## config.mk

```make
export PLATFORM = sky130hd
export DESIGN_NAME = cpgts_ctrl
export DESIGN_NICKNAME = d
export VERILOG_FILES = /design/src/sv/cpgts_pkg.sv /design/src/sv/cpgts_ctrl.sv
export SDC_FILE = /design/constraint.sdc
export NUM_CORES = 1
export LEC_CHECK = 0
export BUFFER_PORTS_ARGS = -buffer_cell sky130_fd_sc_hd__clkbuf_2
export CORE_MARGIN = 5
export CORE_UTILIZATION = 45
export DETAILED_ROUTE_END_ITERATION = 10
export GPL_ROUTABILITY_DRIVEN = 0
export PLACE_DENSITY = 0.83
export SLEW_MARGIN = 10
export SYNTH_ARGS = -nofsm -noshare
export SYNTH_HDL_FRONTEND = slang
export SYNTH_SLANG_ARGS = --single-unit
```

## constraint.sdc

```tcl
create_clock -name clk -period 1.68 [get_ports clk]
set_input_delay 0.336 -clock clk [delete_from_list [all_inputs] [get_ports clk]]
set_output_delay 0.336 -clock clk [all_outputs]
set_load 0.01 [all_outputs]
```

## src/sv/cpgts_pkg.sv

```systemverilog
// Shared types and constants of the cascaded probe grid trilinear sampler.
// Holds the register indexes and the command and status groups between
// controller and datapath; depends on nothing.
`timescale 1ns / 1ps
package cpgts_pkg;

  localparam int MAX_LEVELS_DEF  = 4;
  localparam int CHUNK_SIZE_DEF  = 32;
  localparam int MAX_PROBES_DEF  = 17;

  localparam int COLOR_W     = 16;
  localparam int POS_W       = 16;
  localparam int LEVEL_W     = 2;
  localparam int INDEX_W     = 13;
  localparam int CFG_IDX_W   = 3;
  localparam int CFG_DATA_W  = 16;
  localparam int LCOUNT_W    = 3;
  localparam int SPACING_W   = 2;
  localparam int FRAC_BASE   = 8;
  localparam int SPACING_MAX = 3;

  typedef enum logic [CFG_IDX_W-1:0] {
    REG_LEVEL_COUNT   = 3'd0,
    REG_SPACING_LOG2  = 3'd1,
    REG_AMBIENT_RED   = 3'd2,
    REG_AMBIENT_GREEN = 3'd3,
    REG_AMBIENT_BLUE  = 3'd4
  } cfg_reg_t;

  typedef struct packed {
    logic write;
    logic load;
    logic setup_a;
    logic setup_b;
    logic setup_c;
    logic read;
    logic lerp;
    logic accum;
    logic div_init;
    logic div_step;
    logic emit_ambient;
    logic emit_quot;
  } cmd_t;

  typedef struct packed {
    logic k_zero;
    logic last_corner;
    logic last_step;
    logic last_level;
    logic div_last;
  } status_t;

endpackage

```

## src/sv/cpgts_ctrl.sv

```systemverilog
// Sequencer of the sampler: a one-hot state machine that steps the datapath
// through levels, corner reads, lerps, the blend divide and the result.
// Depends on cpgts_pkg.
`timescale 1ns / 1ps
module cpgts_ctrl (
  input  logic               clk,
  input  logic               rst,
  input  logic               start,
  input  logic               func,
  input  cpgts_pkg::status_t status,
  output cpgts_pkg::cmd_t    cmd,
  output logic               busy,
  output logic               done
);

  typedef enum logic [11:0] {
    S_IDLE     = 12'b000000000001,
    S_SETUP_A  = 12'b000000000010,
    S_SETUP_B  = 12'b000000000100,
    S_SETUP_C  = 12'b000000001000,
    S_READ     = 12'b000000010000,
    S_WAIT     = 12'b000000100000,
    S_LERP     = 12'b000001000000,
    S_ACCUM    = 12'b000010000000,
    S_DIV_INIT = 12'b000100000000,
    S_DIV      = 12'b001000000000,
    S_FINISH   = 12'b010000000000,
    S_AMBIENT  = 12'b100000000000
  } state_t;

  state_t state, state_next;

  always_comb begin
    state_next = state;
    cmd = '0;
    case (state)
      S_IDLE: begin
        cmd.write = start & ~func;
        cmd.load  = start & func;
        if (start && func) begin
          state_next = status.k_zero ? S_AMBIENT : S_SETUP_A;
        end
      end
      S_SETUP_A: begin
        cmd.setup_a = 1'b1;
        state_next = S_SETUP_B;
      end
      S_SETUP_B: begin
        cmd.setup_b = 1'b1;
        state_next = S_SETUP_C;
      end
      S_SETUP_C: begin
        cmd.setup_c = 1'b1;
        state_next = S_READ;
      end
      S_READ: begin
        cmd.read = 1'b1;
        if (status.last_corner) begin
          state_next = S_WAIT;
        end
      end
      S_WAIT: begin
        state_next = S_LERP;
      end
      S_LERP: begin
        cmd.lerp = 1'b1;
        if (status.last_step) begin
          state_next = S_ACCUM;
        end
      end
      S_ACCUM: begin
        cmd.accum = 1'b1;
        state_next = status.last_level ? S_DIV_INIT : S_SETUP_A;
      end
      S_DIV_INIT: begin
        cmd.div_init = 1'b1;
        state_next = S_DIV;
      end
      S_DIV: begin
        cmd.div_step = 1'b1;
        if (status.div_last) begin
          state_next = S_FINISH;
        end
      end
      S_FINISH: begin
        cmd.emit_quot = 1'b1;
        state_next = S_IDLE;
      end
      S_AMBIENT: begin
        cmd.emit_ambient = 1'b1;
        state_next = S_IDLE;
      end
      default: begin
        state_next = S_IDLE;
      end
    endcase
  end

  always_ff @(posedge clk) begin
    if (rst) begin
      state <= S_IDLE;
      done  <= 1'b0;
    end else begin
      state <= state_next;
      done  <= cmd.emit_ambient | cmd.emit_quot;
    end
  end

  assign busy = (state != S_IDLE);

endmodule

```

==> impl_metrics.tcl <==
set metrics [dict create \
    port_buffers 22 \
    grt_pass1_vias 930 \
    min_to "state[8]" \
    slew_headroom 0.7193 \
    cts_hold_buf 0 \
    vdd_drop_max_uv 542.3 \
    tightest_slew_ps 420.0 \
    drc_errors 0 \
    cts_made_buffers 3 \
    crit_family "simple AND/OR/NAND/NOR gates" \
    r2r_cells 7 \
    path_class "reg -> out" \
    hold_depth 2 \
    die_area_um2 2761 \
    fmaxAchievable_mhz 480.1 \
    clk_pin_slew_worst_paths_ps 90 \
    synth_cell_types 36 \
    wire_per_inst_um 17.22 \
    violations "setup timing" \
    antenna_found_initial 0 \
    p_leak_nw 0.5895 \
    ant_nets 0 \
    ys_ff_latch 13 \
    setup_viol 16 \
    cts_buffer_depth 2 \
    drt-initial-drc-count 32 \
    crit_chain "nor4_4, buf_4, nand3_4, nor3b_2, clkbuf_2" \
    synth.avg_cell_area_um2 8.758 \
    end_kind "output port" \
    crit_start "state[3]" \
    syn_area_um2 814.5 \
    grt_max_degree 9 \
    grt_overflow 0 \
    dp.final_hpwl_um 1871 \
    grt.total_usage 0.2136 \
    yosysSeqAreaShare 0.3195 \
    worstReg2RegStart "state[4]" \
    critPathLaunchType "register" \
    hold_start "status[1]" \
    hold_path.class "in -> reg" \
    clk_latency_ps 290 \
    drtPass1Iterations 4 \
    drive_above_1_share 0.6395 \
    yosysTopAreaCellShare 0.3195 \
    critPathRequiredTime_ps 1340 \
    cpPeakStageDelay_ps 370 \
    synthToLayoutAreaGrowth_pct 69.89 \
    timing.rr.end "state[0]" \
    yosys-top-cells-area "dfxtp_1 (32%), nor3b_1 (8.3%), nor4_4 (7.8%)" \
    min_period_over_period 1.240 \
    arrival_ps 1750 \
    num_vias 988 \
    seqCellArea_um2 270.3 \
    yosysMostFrequentCell "dfxtp_1" \
    dp_worst_setup_slack_ps -40.02 \
    synth_fp_nets 102 \
    fp.dieH_um 52.55 \
    rsz0062_at_grt "yes" \
    min_period_ps 2083 \
    total_power_uw 760.0 \
    worstPathMaxFanout 4 \
    cts_tree "built" \
    syn_inst 93 \
    synth_common_cells "dfxtp_1 (13), nor2_1 (9), nor3b_1 (9), nand2_1 (5), nor3_1 (5)" \
    synthArstFlopShare 0 \
    die_x_um 52.55 \
    powerDensity_nw_per_um2 549.2 \
    skew_ps 12.90 \
    ios 23 \
    final_cell_area_um2 1384 \
    num_rows 15 \
    synth_ff_type "dfxtp_1" \
    finalMaxSlewViolations 0 \
    nNetsFinal 157 \
    fin_util 0.8014 \
    fillers 112 \
    fin_cells 172 \
    post-place-cells 157 \
    status "finished, violations left" \
    root_buffer "clkbuf_4" \
    insertedDiodeCount 0 \
    reg2reg_setup_slack_ps -60 \
    maxCapViolations 0 \
    coreArea_um2 1727 \
    htreeDepth 1 \
    postPlaceCellArea_um2 1111 \
    synth_edf_count 0 \
    crit_buf_inv 2 \
    ys_warn_count 0 \
    wirelength_um 2962 \
    post-synth-top-area-cell "dfxtp_1" \
    finalHoldViolCount 0 \
    cts.sinks 13 \
    start_util 0.4717 \
    multi_input_area_um2 654.4 \
    viasPerCell 5.744 \
    grt_pass1_wl_um 4257 \
    setup_ws_ps -403.0 \
    slowest_stage "dfxtp_4" \
]
cells in the final DEF (no fill, tap or decap), drive strengths merged:
cell type / n
and3: 1
o21bai: 1
a31oi: 1
nand3b: 2
inv: 3
and4b: 1
clkbuf: 15
nand2b: 1
nor4b: 2
nor3: 5
nand4: 2
a21oi: 2
o22a: 1
xor2: 2
o21ai: 4
nand4bb: 1
nand4b: 1
o2111ai: 1
maj3: 1
a211oi: 1
o311a: 1
nor2: 10
nor4: 3
or3b: 2
buf: 43
xnor2: 2
dfxtp: 13
nand2: 5
and4: 2
nand3: 5
and2: 4
nor3b: 9
report_power, final:
group,leakage [nW],internal [mW],total [mW],switching [mW]
Sequential,0.108,0.313,0.321,0.00824
Combinational,0.467,0.124,0.239,0.115
Clock,0.0150,0.0923,0.199,0.107
area by class of cell:
cell class / count / share of cell area
repair buffers: 54 / 0.2821
clock buffers: 4 / 0.01899
well taps: 25 / 0.02260
inverters: 3 / 0.008137
flip-flops and latches: 13 / 0.1953
multi-input cells: 73 / 0.4729
metal layers:
layer  wire length, um  part of all wire  up-vias  track usage
met5                 0                 0        -            0
met4               107             0.036        0       0.1021
met3               185             0.062       13      0.05413
met2              1539              0.52       43       0.3781
met1              1129              0.38      479       0.2333
li1                  -                 -      453            -
worst reg2reg max path: cells and delay by family (launching register included):
kind | cells | cell delay [ps]
compound gates | 1 | 80
fa+ha+maj | 1 | 290
flops | 1 | 370
simple gates | 2 | 520
buf+inv | 3 | 350
through the flow:
step / hold slack, ps / TNS [ps]
final: 321.4 / -3509
after global routing: 318.4 / -4979
after CTS: 314.2 / -3001
after detailed placement: 538.9 / -197.6
after global placement: 514.3 / 0
after floorplan: 405.1 / -4.789
registers in the layout, indices dropped and copies added (netlist names):
register	count
done	1
state	12
worst max path at each step:
stage	endpoint	slack (ps)	cells after the start
2_1_floorplan	cmd[4]	-5	5
3_3_place_gp	cmd[2]	10	5
3_5_place_dp	cmd[1]	-40	5
4_1_cts	cmd[4]	-310	5
5_1_grt	cmd[2]	-490	5
6_report	cmd[2]	-400	5
kinds of logic after synthesis:
group	synth area share
AO/OA/AOI/OAI	0.09679
flip-flops	0.3195
adder cells (fa/ha/maj)	0.01229
XOR/XNOR	0.04302
AND/OR/NAND/NOR	0.4854
buffers and inverters	0.04301
timing repair:
action	in CTS	in global routing
buffers inserted	7	6
cloned	0	0
pin swaps	10	12
setup endpoints to repair	14	18
gates resized for setup	16	35
Note: power is estimated with default switching activity, not from simulation.
